### config.mk
export PLATFORM = sky130hd
export DESIGN_NAME = key_click_classifier_core
export DESIGN_NICKNAME = d
export VERILOG_FILES = /design/src/hw/rtl/kcc_pkg.sv /design/src/hw/rtl/key_click_classifier_core.sv
export VERILOG_INCLUDE_DIRS = /design/src /design/src/hw/rtl
export SDC_FILE = /design/constraint.sdc
export NUM_CORES = 1
export LEC_CHECK = 0
export ABC_AREA = 1
export ABC_CLOCK_PERIOD_IN_PS = 6660
export BUFFER_PORTS_ARGS = -buffer_cell sky130_fd_sc_hd__buf_2
export CAP_MARGIN = 20
export CORE_MARGIN = 1
export CORE_UTILIZATION = 25
export CTS_CLUSTER_DIAMETER = 30
export CTS_CLUSTER_SIZE = 25
export DETAILED_ROUTE_END_ITERATION = 16
export PLACE_DENSITY = 0.53
export SETUP_SLACK_MARGIN = 0.2
export SYNTH_ARGS = -nofsm -noshare
export SYNTH_HDL_FRONTEND = slang
export SYNTH_SLANG_ARGS = --single-unit
### constraint.sdc
create_clock -name aclk -period 6.66 [get_ports aclk]
set_input_delay 0.666 -clock aclk [delete_from_list [all_inputs] [get_ports aclk]]
set_output_delay 0.666 -clock aclk [all_outputs]
set_load 0.02 [all_outputs]
### src/hw/rtl/key_click_classifier_core_defines.svh
// Assertion macros shared by the key click classifier RTL.
`ifndef KEY_CLICK_CLASSIFIER_CORE_DEFINES_SVH
`define KEY_CLICK_CLASSIFIER_CORE_DEFINES_SVH

// Same-cycle implication, checked outside reset.
`define KCC_ASSERT_NOW(label, clk, rstn, ante, cons, msg) \
    label: assert property (@(posedge clk) disable iff (!(rstn)) (ante) |-> (cons)) \
        else $error(msg);

// Next-cycle implication, checked outside reset.
`define KCC_ASSERT_NEXT(label, clk, rstn, ante, cons, msg) \
    label: assert property (@(posedge clk) disable iff (!(rstn)) (ante) |=> (cons)) \
        else $error(msg);

`endif

### src/hw/rtl/kcc_pkg.sv
// Shared types and constants of the key click classifier.
package kcc_pkg;

    localparam int KEY_W   = 4;
    localparam int COUNT_W = 8;
    localparam int KIND_W  = 2;
    localparam int ADDR_W  = 3;
    localparam int DATA_W  = 32;

    localparam logic [COUNT_W-1:0] COUNT_MAX = 8'd255;
    localparam logic [COUNT_W-1:0] PRESS_SHIFT_TICK = 8'd2;
    localparam logic [COUNT_W-1:0] RELEASE_CLEAR_MIN = 8'd3;

    localparam logic [COUNT_W-1:0] SINGLE_DELAY_RESET = 8'd20;
    localparam logic [COUNT_W-1:0] LONG_DELAY_RESET   = 8'd100;

    typedef enum logic [KIND_W-1:0] {
        KIND_SINGLE = 2'd0,
        KIND_DOUBLE = 2'd1,
        KIND_LONG   = 2'd2
    } kcc_kind_t;

    typedef enum logic [ADDR_W-1:0] {
        ADDR_SINGLE_DELAY = 3'd0,
        ADDR_LONG_DELAY   = 3'd4
    } kcc_addr_t;

endpackage

### src/hw/rtl/key_click_classifier_core.sv
// Key click classifier: one scan tick per item, single/double/long click detection.
//
// Each input item is one scan tick carrying the scanned key code (0 = released).
// The core keeps a saturating press counter, a saturating release counter and the
// codes of the last two presses, and reports at most one click per tick as
// (click_kind, click_key): 0 single, 1 double, 2 long. A double click on two
// different keys reports as a single click. The release counter comes out of
// reset saturated, so unless the single-click delay is 255 no click fires until
// a key is pressed. Throughput is one tick per clock: the counter update and
// click decision are combinational from the state registers into the result
// register or skid entry; that one-entry skid stage lets a tick be taken while
// a result waits downstream; s_ready drops only while the skid entry is occupied.
// Delays are set through the APB port: the single-click delay at 0x0, the
// long-click delay at 0x4; write them only while the core is idle.
module key_click_classifier_core (
    input  logic                        aclk,
    input  logic                        aresetn,
    // scan tick input
    input  logic                        s_valid,
    output logic                        s_ready,
    input  logic [kcc_pkg::KEY_W-1:0]   s_key,
    // click output
    output logic                        m_valid,
    input  logic                        m_ready,
    output logic [kcc_pkg::KIND_W-1:0]  m_click_kind,
    output logic [kcc_pkg::KEY_W-1:0]   m_click_key,
    // APB configuration
    input  logic                        psel,
    input  logic                        penable,
    input  logic                        pwrite,
    input  logic [kcc_pkg::ADDR_W-1:0]  paddr,
    input  logic [kcc_pkg::DATA_W-1:0]  pwdata,
    output logic [kcc_pkg::DATA_W-1:0]  prdata,
    output logic                        pready
);
    import kcc_pkg::*;
    `include "key_click_classifier_core_defines.svh"

    // configuration registers
    logic [COUNT_W-1:0] single_delay_reg;
    logic [COUNT_W-1:0] long_delay_reg;

    // click state
    logic [COUNT_W-1:0] press_ticks_reg, press_ticks_next;
    logic [COUNT_W-1:0] release_ticks_reg, release_ticks_next;
    logic [2*KEY_W-1:0] recent_keys_reg, recent_keys_next;

    // output register and skid entry
    logic               out_valid_reg;
    kcc_kind_t          out_kind_reg;
    logic [KEY_W-1:0]   out_key_reg;
    logic               skid_valid_reg;
    kcc_kind_t          skid_kind_reg;
    logic [KEY_W-1:0]   skid_key_reg;

    // per-tick decision
    logic               accept;
    logic               fire;
    kcc_kind_t          kind;
    logic [COUNT_W-1:0] after_single;
    logic [COUNT_W-1:0] after_long;
    logic               long_hit;
    logic               shift_hit;
    logic               double_hit;
    logic [COUNT_W-1:0] release_mid;
    logic [2*KEY_W-1:0] keys_shifted;
    logic               cfg_write;

    assign pready    = 1'b1;
    assign cfg_write = psel && penable && pwrite;

    assign s_ready      = !skid_valid_reg;
    assign accept       = s_valid && s_ready;
    assign m_valid      = out_valid_reg;
    assign m_click_kind = out_kind_reg;
    assign m_click_key  = out_key_reg;

    always_comb begin
        case (paddr)
            ADDR_SINGLE_DELAY: prdata = {{(DATA_W-COUNT_W){1'b0}}, single_delay_reg};
            ADDR_LONG_DELAY:   prdata = {{(DATA_W-COUNT_W){1'b0}}, long_delay_reg};
            default:           prdata = '0;
        endcase
    end

    // Delay plus one wraps in 8 bits, matching a register value of 255.
    assign after_single = single_delay_reg + 8'd1;
    assign after_long   = long_delay_reg + 8'd1;

    // A long hit reloads the release counter before the double check looks at it.
    assign long_hit     = (press_ticks_reg == long_delay_reg);
    assign shift_hit    = (press_ticks_reg == PRESS_SHIFT_TICK);
    assign release_mid  = long_hit ? after_single : release_ticks_reg;
    assign keys_shifted = {recent_keys_reg[KEY_W-1:0], s_key};
    assign double_hit   = shift_hit && (release_mid < single_delay_reg);

    always_comb begin
        press_ticks_next   = press_ticks_reg;
        release_ticks_next = release_ticks_reg;
        recent_keys_next   = recent_keys_reg;
        fire               = 1'b0;
        kind               = KIND_SINGLE;
        if (s_key == '0) begin
            // released tick: single click when the release delay is reached
            fire = (release_ticks_reg == single_delay_reg);
            if (release_ticks_reg > RELEASE_CLEAR_MIN) begin
                press_ticks_next = '0;
            end
            if (release_ticks_reg != COUNT_MAX) begin
                release_ticks_next = release_ticks_reg + 8'd1;
            end
        end else begin
            release_ticks_next = release_mid;
            if (long_hit) begin
                fire = 1'b1;
                kind = KIND_LONG;
            end
            if (shift_hit) begin
                recent_keys_next = keys_shifted;
            end
            if (double_hit) begin
                // second press came soon enough: double if the same key
                fire = 1'b1;
                kind = (keys_shifted[2*KEY_W-1:KEY_W] == keys_shifted[KEY_W-1:0])
                       ? KIND_DOUBLE : KIND_SINGLE;
                release_ticks_next = after_single;
                press_ticks_next   = after_long;
            end else begin
                if (shift_hit) begin
                    release_ticks_next = '0;
                end
                if (press_ticks_reg != COUNT_MAX) begin
                    press_ticks_next = press_ticks_reg + 8'd1;
                end
            end
        end
    end

    always_ff @(posedge aclk) begin
        if (!aresetn) begin
            single_delay_reg  <= SINGLE_DELAY_RESET;
            long_delay_reg    <= LONG_DELAY_RESET;
            press_ticks_reg   <= '0;
            release_ticks_reg <= COUNT_MAX;
            recent_keys_reg   <= '0;
            out_valid_reg     <= 1'b0;
            skid_valid_reg    <= 1'b0;
        end else begin
            if (cfg_write) begin
                case (paddr)
                    ADDR_SINGLE_DELAY: single_delay_reg <= pwdata[COUNT_W-1:0];
                    ADDR_LONG_DELAY:   long_delay_reg   <= pwdata[COUNT_W-1:0];
                    default: ;
                endcase
            end

            if (accept) begin
                press_ticks_reg   <= press_ticks_next;
                release_ticks_reg <= release_ticks_next;
                recent_keys_reg   <= recent_keys_next;
            end

            if (out_valid_reg && m_ready) begin
                // drain: refill from skid first, else from the new tick
                if (skid_valid_reg) begin
                    out_kind_reg   <= skid_kind_reg;
                    out_key_reg    <= skid_key_reg;
                    skid_valid_reg <= 1'b0;
                end else if (accept && fire) begin
                    out_kind_reg <= kind;
                    out_key_reg  <= recent_keys_next[KEY_W-1:0];
                end else begin
                    out_valid_reg <= 1'b0;
                end
            end else if (!out_valid_reg) begin
                if (accept && fire) begin
                    out_valid_reg <= 1'b1;
                    out_kind_reg  <= kind;
                    out_key_reg   <= recent_keys_next[KEY_W-1:0];
                end
            end else if (accept && fire) begin
                // output stalled: park the new click in the skid entry
                skid_valid_reg <= 1'b1;
                skid_kind_reg  <= kind;
                skid_key_reg   <= recent_keys_next[KEY_W-1:0];
            end
        end
    end

    `KCC_ASSERT_NOW(a_skid_needs_out, aclk, aresetn, skid_valid_reg, out_valid_reg,
        "skid entry occupied while output register is empty")
    `KCC_ASSERT_NEXT(a_stall_parks, aclk, aresetn,
        (out_valid_reg && !m_ready && accept && fire), skid_valid_reg,
        "click taken during output stall was not parked")
    `KCC_ASSERT_NEXT(a_skid_drains, aclk, aresetn,
        (out_valid_reg && m_ready && skid_valid_reg), (out_valid_reg && !skid_valid_reg),
        "skid entry did not move into the output register")
    `KCC_ASSERT_NOW(a_kind_legal, aclk, aresetn, out_valid_reg,
        (out_kind_reg == KIND_SINGLE || out_kind_reg == KIND_DOUBLE ||
         out_kind_reg == KIND_LONG),
        "illegal click kind on output")

endmodule

Word level (Yosys, flattened, before mapping)

Cells that the tools add are included.
Widths: inputs -> output; s select.

Flip-flop bits (word level): 50
Bits of input ports: 46
Output and inout bits: 41
Word-level logic and storage cells: 82

Add/sub/neg operators: 4
Order comparisons: 2
Equality and inequality tests: 12
Muxes and demuxes: 32
Bitwise operators: 2
Reduce and logical (&&, ||, !) cells: 19

Operators by type and width:

| operator            | number |
|---|---|
| $mux 8              | 9 |
| $add 8x1->8 const B | 4 |
| $mux 4              | 6 |
| $eq 8x8->1          | 2 |
| $ne 8x8->1 const B  | 2 |
| $pmux 8 s2          | 1 |
| $mux 2              | 7 |
| $reduce_and 2->1    | 6 |
| $mux 1              | 9 |
| $eq 8x2->1 const B  | 1 |
| $gt 8x2->1 const B  | 1 |
| $lt 8x8->1          | 1 |
| $logic_and 1x1->1   | 6 |
| $ne 2x1->1 const B  | 3 |
| $eq 4x4->1          | 1 |
| $logic_not 4->1     | 1 |
| $ne 2x2->1 const B  | 2 |
| $reduce_and 4->1    | 1 |
| $eq 3x3->1 const B  | 1 |
| $logic_not 3->1     | 1 |
| $reduce_and 3->1    | 1 |
| $reduce_bool 3->1   | 1 |
| $not 1->1           | 2 |
| $reduce_or 2->1     | 1 |
| $logic_not 1->1     | 1 |

Logic depth before layout (Yosys ltp)

Depth after elaboration: 10
Mapped depth: 26
Gate-level depth less buffers: 25

Least setup slack after synthesis

OpenSTA, ideal clock, no wires.

Path kind: register to register
Start point: register single_delay_reg[0]
End point: register skid_key_reg[0] (enable)
Data arrival time: 2.766 ns
Slack: 3.537 ns
Cell stages (with the launch flop): 14
Clock period less this slack: 3.123 ns
Cells stage by stage: dfxtp_1 inv_1 nor3_1 nand3_1 nor3_1 xor2_1 o21ai_0 ha_1 a21o_1 nor3_4 nand2_2 nand3_1 nand2_2 nor2_1

Cells in the longest elaborated chain, start to end: 8
Elaborated cells on any way between the ends: 9

RTL lines:

| item                         | line                             | RTL |
|---|---|---|
| from (decl)                  | key_click_classifier_core.sv:40  | `logic [COUNT_W-1:0] single_delay_reg;` |
| from (signal assigned)       | key_click_classifier_core.sv:151 | `ADDR_SINGLE_DELAY: single_delay_reg <= pwdata[COUNT_W-1:0];` |
| $add 8x1->8                  | key_click_classifier_core.sv:87  | `assign after_single = single_delay_reg + 8'd1;` |
| $mux 8                       | key_click_classifier_core.sv:93  | `assign release_mid = long_hit ? after_single : release_ticks_reg;` |
| $lt 8x8->1                   | key_click_classifier_core.sv:95  | `assign double_hit = shift_hit && (release_mid < single_delay_reg);` |
| $logic_and 1x1->1            | key_click_classifier_core.sv:95  |  |
| $mux 1                       | key_click_classifier_core.sv:121 | `if (double_hit) begin` |
| $mux 1 *                     | key_click_classifier_core.sv:103 | `if (s_key == '0) begin` |
| $logic_and 1x1->1 *          | key_click_classifier_core.sv:181 | `end else if (accept && fire) begin` |
| $reduce_and 4->1 (no line) * | -                                |  |
| to (signal assigned)         | key_click_classifier_core.sv:185 | `skid_key_reg <= recent_keys_next[KEY_W-1:0];` |
| to (decl)                    | key_click_classifier_core.sv:54  | `logic [KEY_W-1:0] skid_key_reg;` |

Mark *: on every way between the ends. The rest lies on a longest branch, timed or not.
A chain may end at the register's enable or synchronous reset.

Worst setup path after layout

Start point: register single_delay_reg[2]
End point: register skid_kind_reg[1] (enable)

Cells in the longest elaborated chain, start to end: 8
Elaborated cells on any way between the ends: 9

RTL lines:

| item                         | line                             | RTL |
|---|---|---|
| $add 8x1->8                  | key_click_classifier_core.sv:87  |  |
| $mux 8                       | key_click_classifier_core.sv:93  |  |
| $lt 8x8->1                   | key_click_classifier_core.sv:95  |  |
| $logic_and 1x1->1            | key_click_classifier_core.sv:95  |  |
| $mux 1                       | key_click_classifier_core.sv:121 |  |
| $mux 1 *                     | key_click_classifier_core.sv:103 |  |
| $logic_and 1x1->1 *          | key_click_classifier_core.sv:181 |  |
| $reduce_and 4->1 (no line) * | -                                |  |
| to (signal assigned)         | key_click_classifier_core.sv:184 | `skid_kind_reg <= kind;` |
| to (decl)                    | key_click_classifier_core.sv:53  | `kcc_kind_t skid_kind_reg;` |

Marked as above.

==> impl_metrics.csv <==
group,metric,value,unit
synth,async_flop_share,0,%
clock_network,ctsHoldBuffers,0,
power_and_ir_drop,switchingPower,0.2173,mW
clock_network,clock_sinks,50,
route,viasPerCell,4.646,
place,dp_slack,2.687,ns
setup_path,reg2reg_to,"skid_kind_reg[1]",
route,vias,3252,
setup_path,worst_r2r_path_depth,13,
global_routing,gr-usage-all-layers,12.81,%
power_and_ir_drop,power_density,184.4,mW/mm^2
synth,ys_seq_area_share,31.84,%
synth,syn_inst,492,
synth,yosys.area.top_type,"dfxtp_1",
place,hpwl,7116,um
die,dieHeight,120.7,um
clock_network,cts_root_buffer,"clkbuf_16",
global_routing,grt_remaining_overflow,0,
global_routing,grt_start_max_net_pins,27,
die,initial_utilization,26.07,%
sta,worstMarginPinSlew,0.6240,ns
synth,synth.distinct_cells,45,
route,dr.first_iter.drc_count,108,
finish,area_delta_synth_final,11.41,%
die,io_pins,87,
setup_path,rrSetupSlack,2.75,ns
clock_network,ctsResizeCount,0,
setup_path,cp-start-kind,"flip-flop",
sta,fin_setup_tns,0,ns
sta,relSlewSlack,58.09,%
sta,rsz0062_at_grt,"no",
global_routing,antenna_found_initial,0,
synth,ys_ff_latch,50,
die,core-area,0.01351,sq mm
synth,synth-edff-count,12,
die,die_w,120.7,um
setup_path,crit_path_cell_trace,"inv_1, nor3_1, nand3_1, nor3_1, xor2_1, o21ai_0, ha_1, a21o_1, nor3_4, nand2_2, nand3_1, nand2_2, nor2_1",
clock_network,cts_buffer_depth,2,
finish,diodes,0,
clock_network,cts.clk_slew.worst_paths,0.07,ns
place,placed_cells,692,
clock_network,numCtsBuffers,5,
route,routedWlPerCell,12.80,um
route,drc,0,
die,die-area,0.01456,sq mm
hold_path,hold_end,"skid_valid_reg",
finish,fin_area,0.003923,sq mm
clock_network,cts_post_setup_buffers_inserted,0,
finish,fin_cells,700,
power_and_ir_drop,pwr-share-seq,46.1,%
route,ant_nets,0,
sta,finalHoldViolations,0,
flow_run,cap_viol_max_count,0,
sta,slew_violations,0,
synth,netlist_top_cells_area,"dfxtp_1 22%, nand2_1 11%, edfxtp_1 10%, inv_1 6.0%, buf_4 5.3%",
place,placement.cell_area,0.003775,sq mm
finish,fin_nets,579,
route,firstDrtPassIters,4,
sta,min_period,3.911,ns
clock_network,htreeDepth,2,
route,totalWireLength,8959,um
power_and_ir_drop,comb_power_share,17.4,%
setup_path,max_stage_delay,0.49,ns
global_routing,grt_pass1_wl,14940,um
outcome,outcome,"finished clean",
setup_path,crit_type,"flip-flop to flip-flop",
finish,final_util,29.04,%
sta,fin_ws,2.749,ns
die,rows,42,
synth,avgSynthCellArea,7.156,sq um
sta,finClkSkew,0.01009,ns
power_and_ir_drop,intPower,0.5060,mW
hold_path,holdPathStages,1,
setup_path,critPathCaptureType,"flip-flop",
synth,synth_top_area_share,21.61,%
power_and_ir_drop,ir_drop,0.07959,mV
finish,layout-drive-gt1-share,14.69,%
setup_path,crit_slowest_cell,"nor2_1",
synth,synth_ff_type,"dfxtp_1",
sta,final-setup-viol-count,0,
setup_path,critPathRequiredTime,6.59,ns
setup_path,crit_arrival,3.84,ns
hold_path,hold_class,"flip-flop to flip-flop",
setup_path,timing.rr.start,"single_delay_reg[2]",
power_and_ir_drop,p_leak,1.698,nW
sta,fmax,255.7,MHz
clock_network,tritoncts,"yes",
sta,period_share,58.72,%
clock_network,clk_latency,0.30,ns
synth,syn_area,0.003521,sq mm
synth,yosys_warnings,0,
power_and_ir_drop,switching_share,30.04,%
place,port_buffers,37,
setup_path,crit_path_max_fanout,12,
place,gp_congestion,0.8301,
global_routing,grt_pass1_vias,3011,
power_and_ir_drop,clockPowerShare,36.5,%
hold_path,hold_start,"skid_valid_reg",
-- cell type report --
type	count	area [sq um]
Fill cell	1487	9583
Multi-Input combinational cell	364	2004
Sequential cell	50	1121
Inverter	65	244.0
Tap cell	176	220.2
Timing Repair Buffer	37	185.2
Clock buffer	6	130.1
Clock inverter	2	17.52
-- Yosys cell counts (9+ instances only) --
cell type   n
edfxtp_1   12
nand2_2     9
nor2_1     31
o211ai_1   20
nor3_1      9
nand2_1    99
buf_4      25
xnor2_1     9
ha_1       10
dfxtp_1    38
nand3_1    31
o21ai_0    32
clkbuf_1    9
inv_1      56
a21oi_1    32
-- cells in the final DEF, fill, tap and decap left out, types with 12 or more instances in the layout --
master | Yosys | layout
a21oi_1 | 32 | 32
buf_2 | 1 | 37
conb_1 | 2 | 25
dfxtp_1 | 38 | 38
edfxtp_1 | 12 | 12
inv_1 | 56 | 56
nand2_1 | 99 | 99
nand3_1 | 31 | 31
nor2_1 | 31 | 31
o211ai_1 | 20 | 20
o21ai_0 | 32 | 32
-- power by group through the flow --
stage / registers (mW) / logic [mW] / clock network (mW)
floorplan: 0.341 / 0.104 / 0
global placement: 0.340 / 0.124 / 0
CTS: 0.333 / 0.127 / 0.275
global route: 0.335 / 0.142 / 0.285
finish: 0.334 / 0.126 / 0.264
detailed placement: 0.340 / 0.126 / 0
-- logic make-up (layout without fill, tap and decap cells) --
group | Yosys count | after routing | synth area share, %
AND/OR/NAND/NOR | 199 | 199 | 26.76
AO/OA/AOI/OAI | 113 | 113 | 19.72
adder cells (fa/ha/maj) | 10 | 10 | 3.554
flip-flops | 50 | 50 | 31.84
XOR/XNOR | 17 | 17 | 4.229
buffers and inverters | 101 | 110 | 13.68
other | 2 | 25 | 0.2133
-- worst max path at each step --
stage	from	endpoint
after global routing	single_delay_reg[0]	skid_kind_reg[1]
after global placement	press_ticks_reg[7]	skid_key_reg[2]
after detailed placement	press_ticks_reg[7]	skid_key_reg[1]
after CTS	press_ticks_reg[7]	skid_kind_reg[1]
after floorplan	single_delay_reg[0]	skid_key_reg[0]
final	single_delay_reg[2]	skid_kind_reg[1]
-- metrics by stage --
stage	hold slack [ns]	power (mW)
floorplan	0.4666	0.4445
global placement	0.4796	0.4646
detailed placement	0.4994	0.4666
CTS	0.5179	0.7350
global route	0.5439	0.7625
finish	0.5117	0.7233
-- critical path: cells and delay by family (launching register included) --
family | cells | cell delay [ns]
AOI/OAI and AO/OA | 2 | 0.38
xor gates and xnor gates | 1 | 0.21
adders and majority gates | 1 | 0.33
buffers and inverters | 1 | 0.14
DFF | 1 | 0.41
and+or+nand+nor | 8 | 2.06
-- per-layer routing --
layer  part of all wire [%]  track usage [%]  up-vias
li1                       -                -     1669
met4                    1.5            4.167        0
met3                    3.6            1.745       12
met2                     48            22.13       77
met1                     47            16.36     1494
met5                      0                0        -
(Power assumes the default switching activity.)
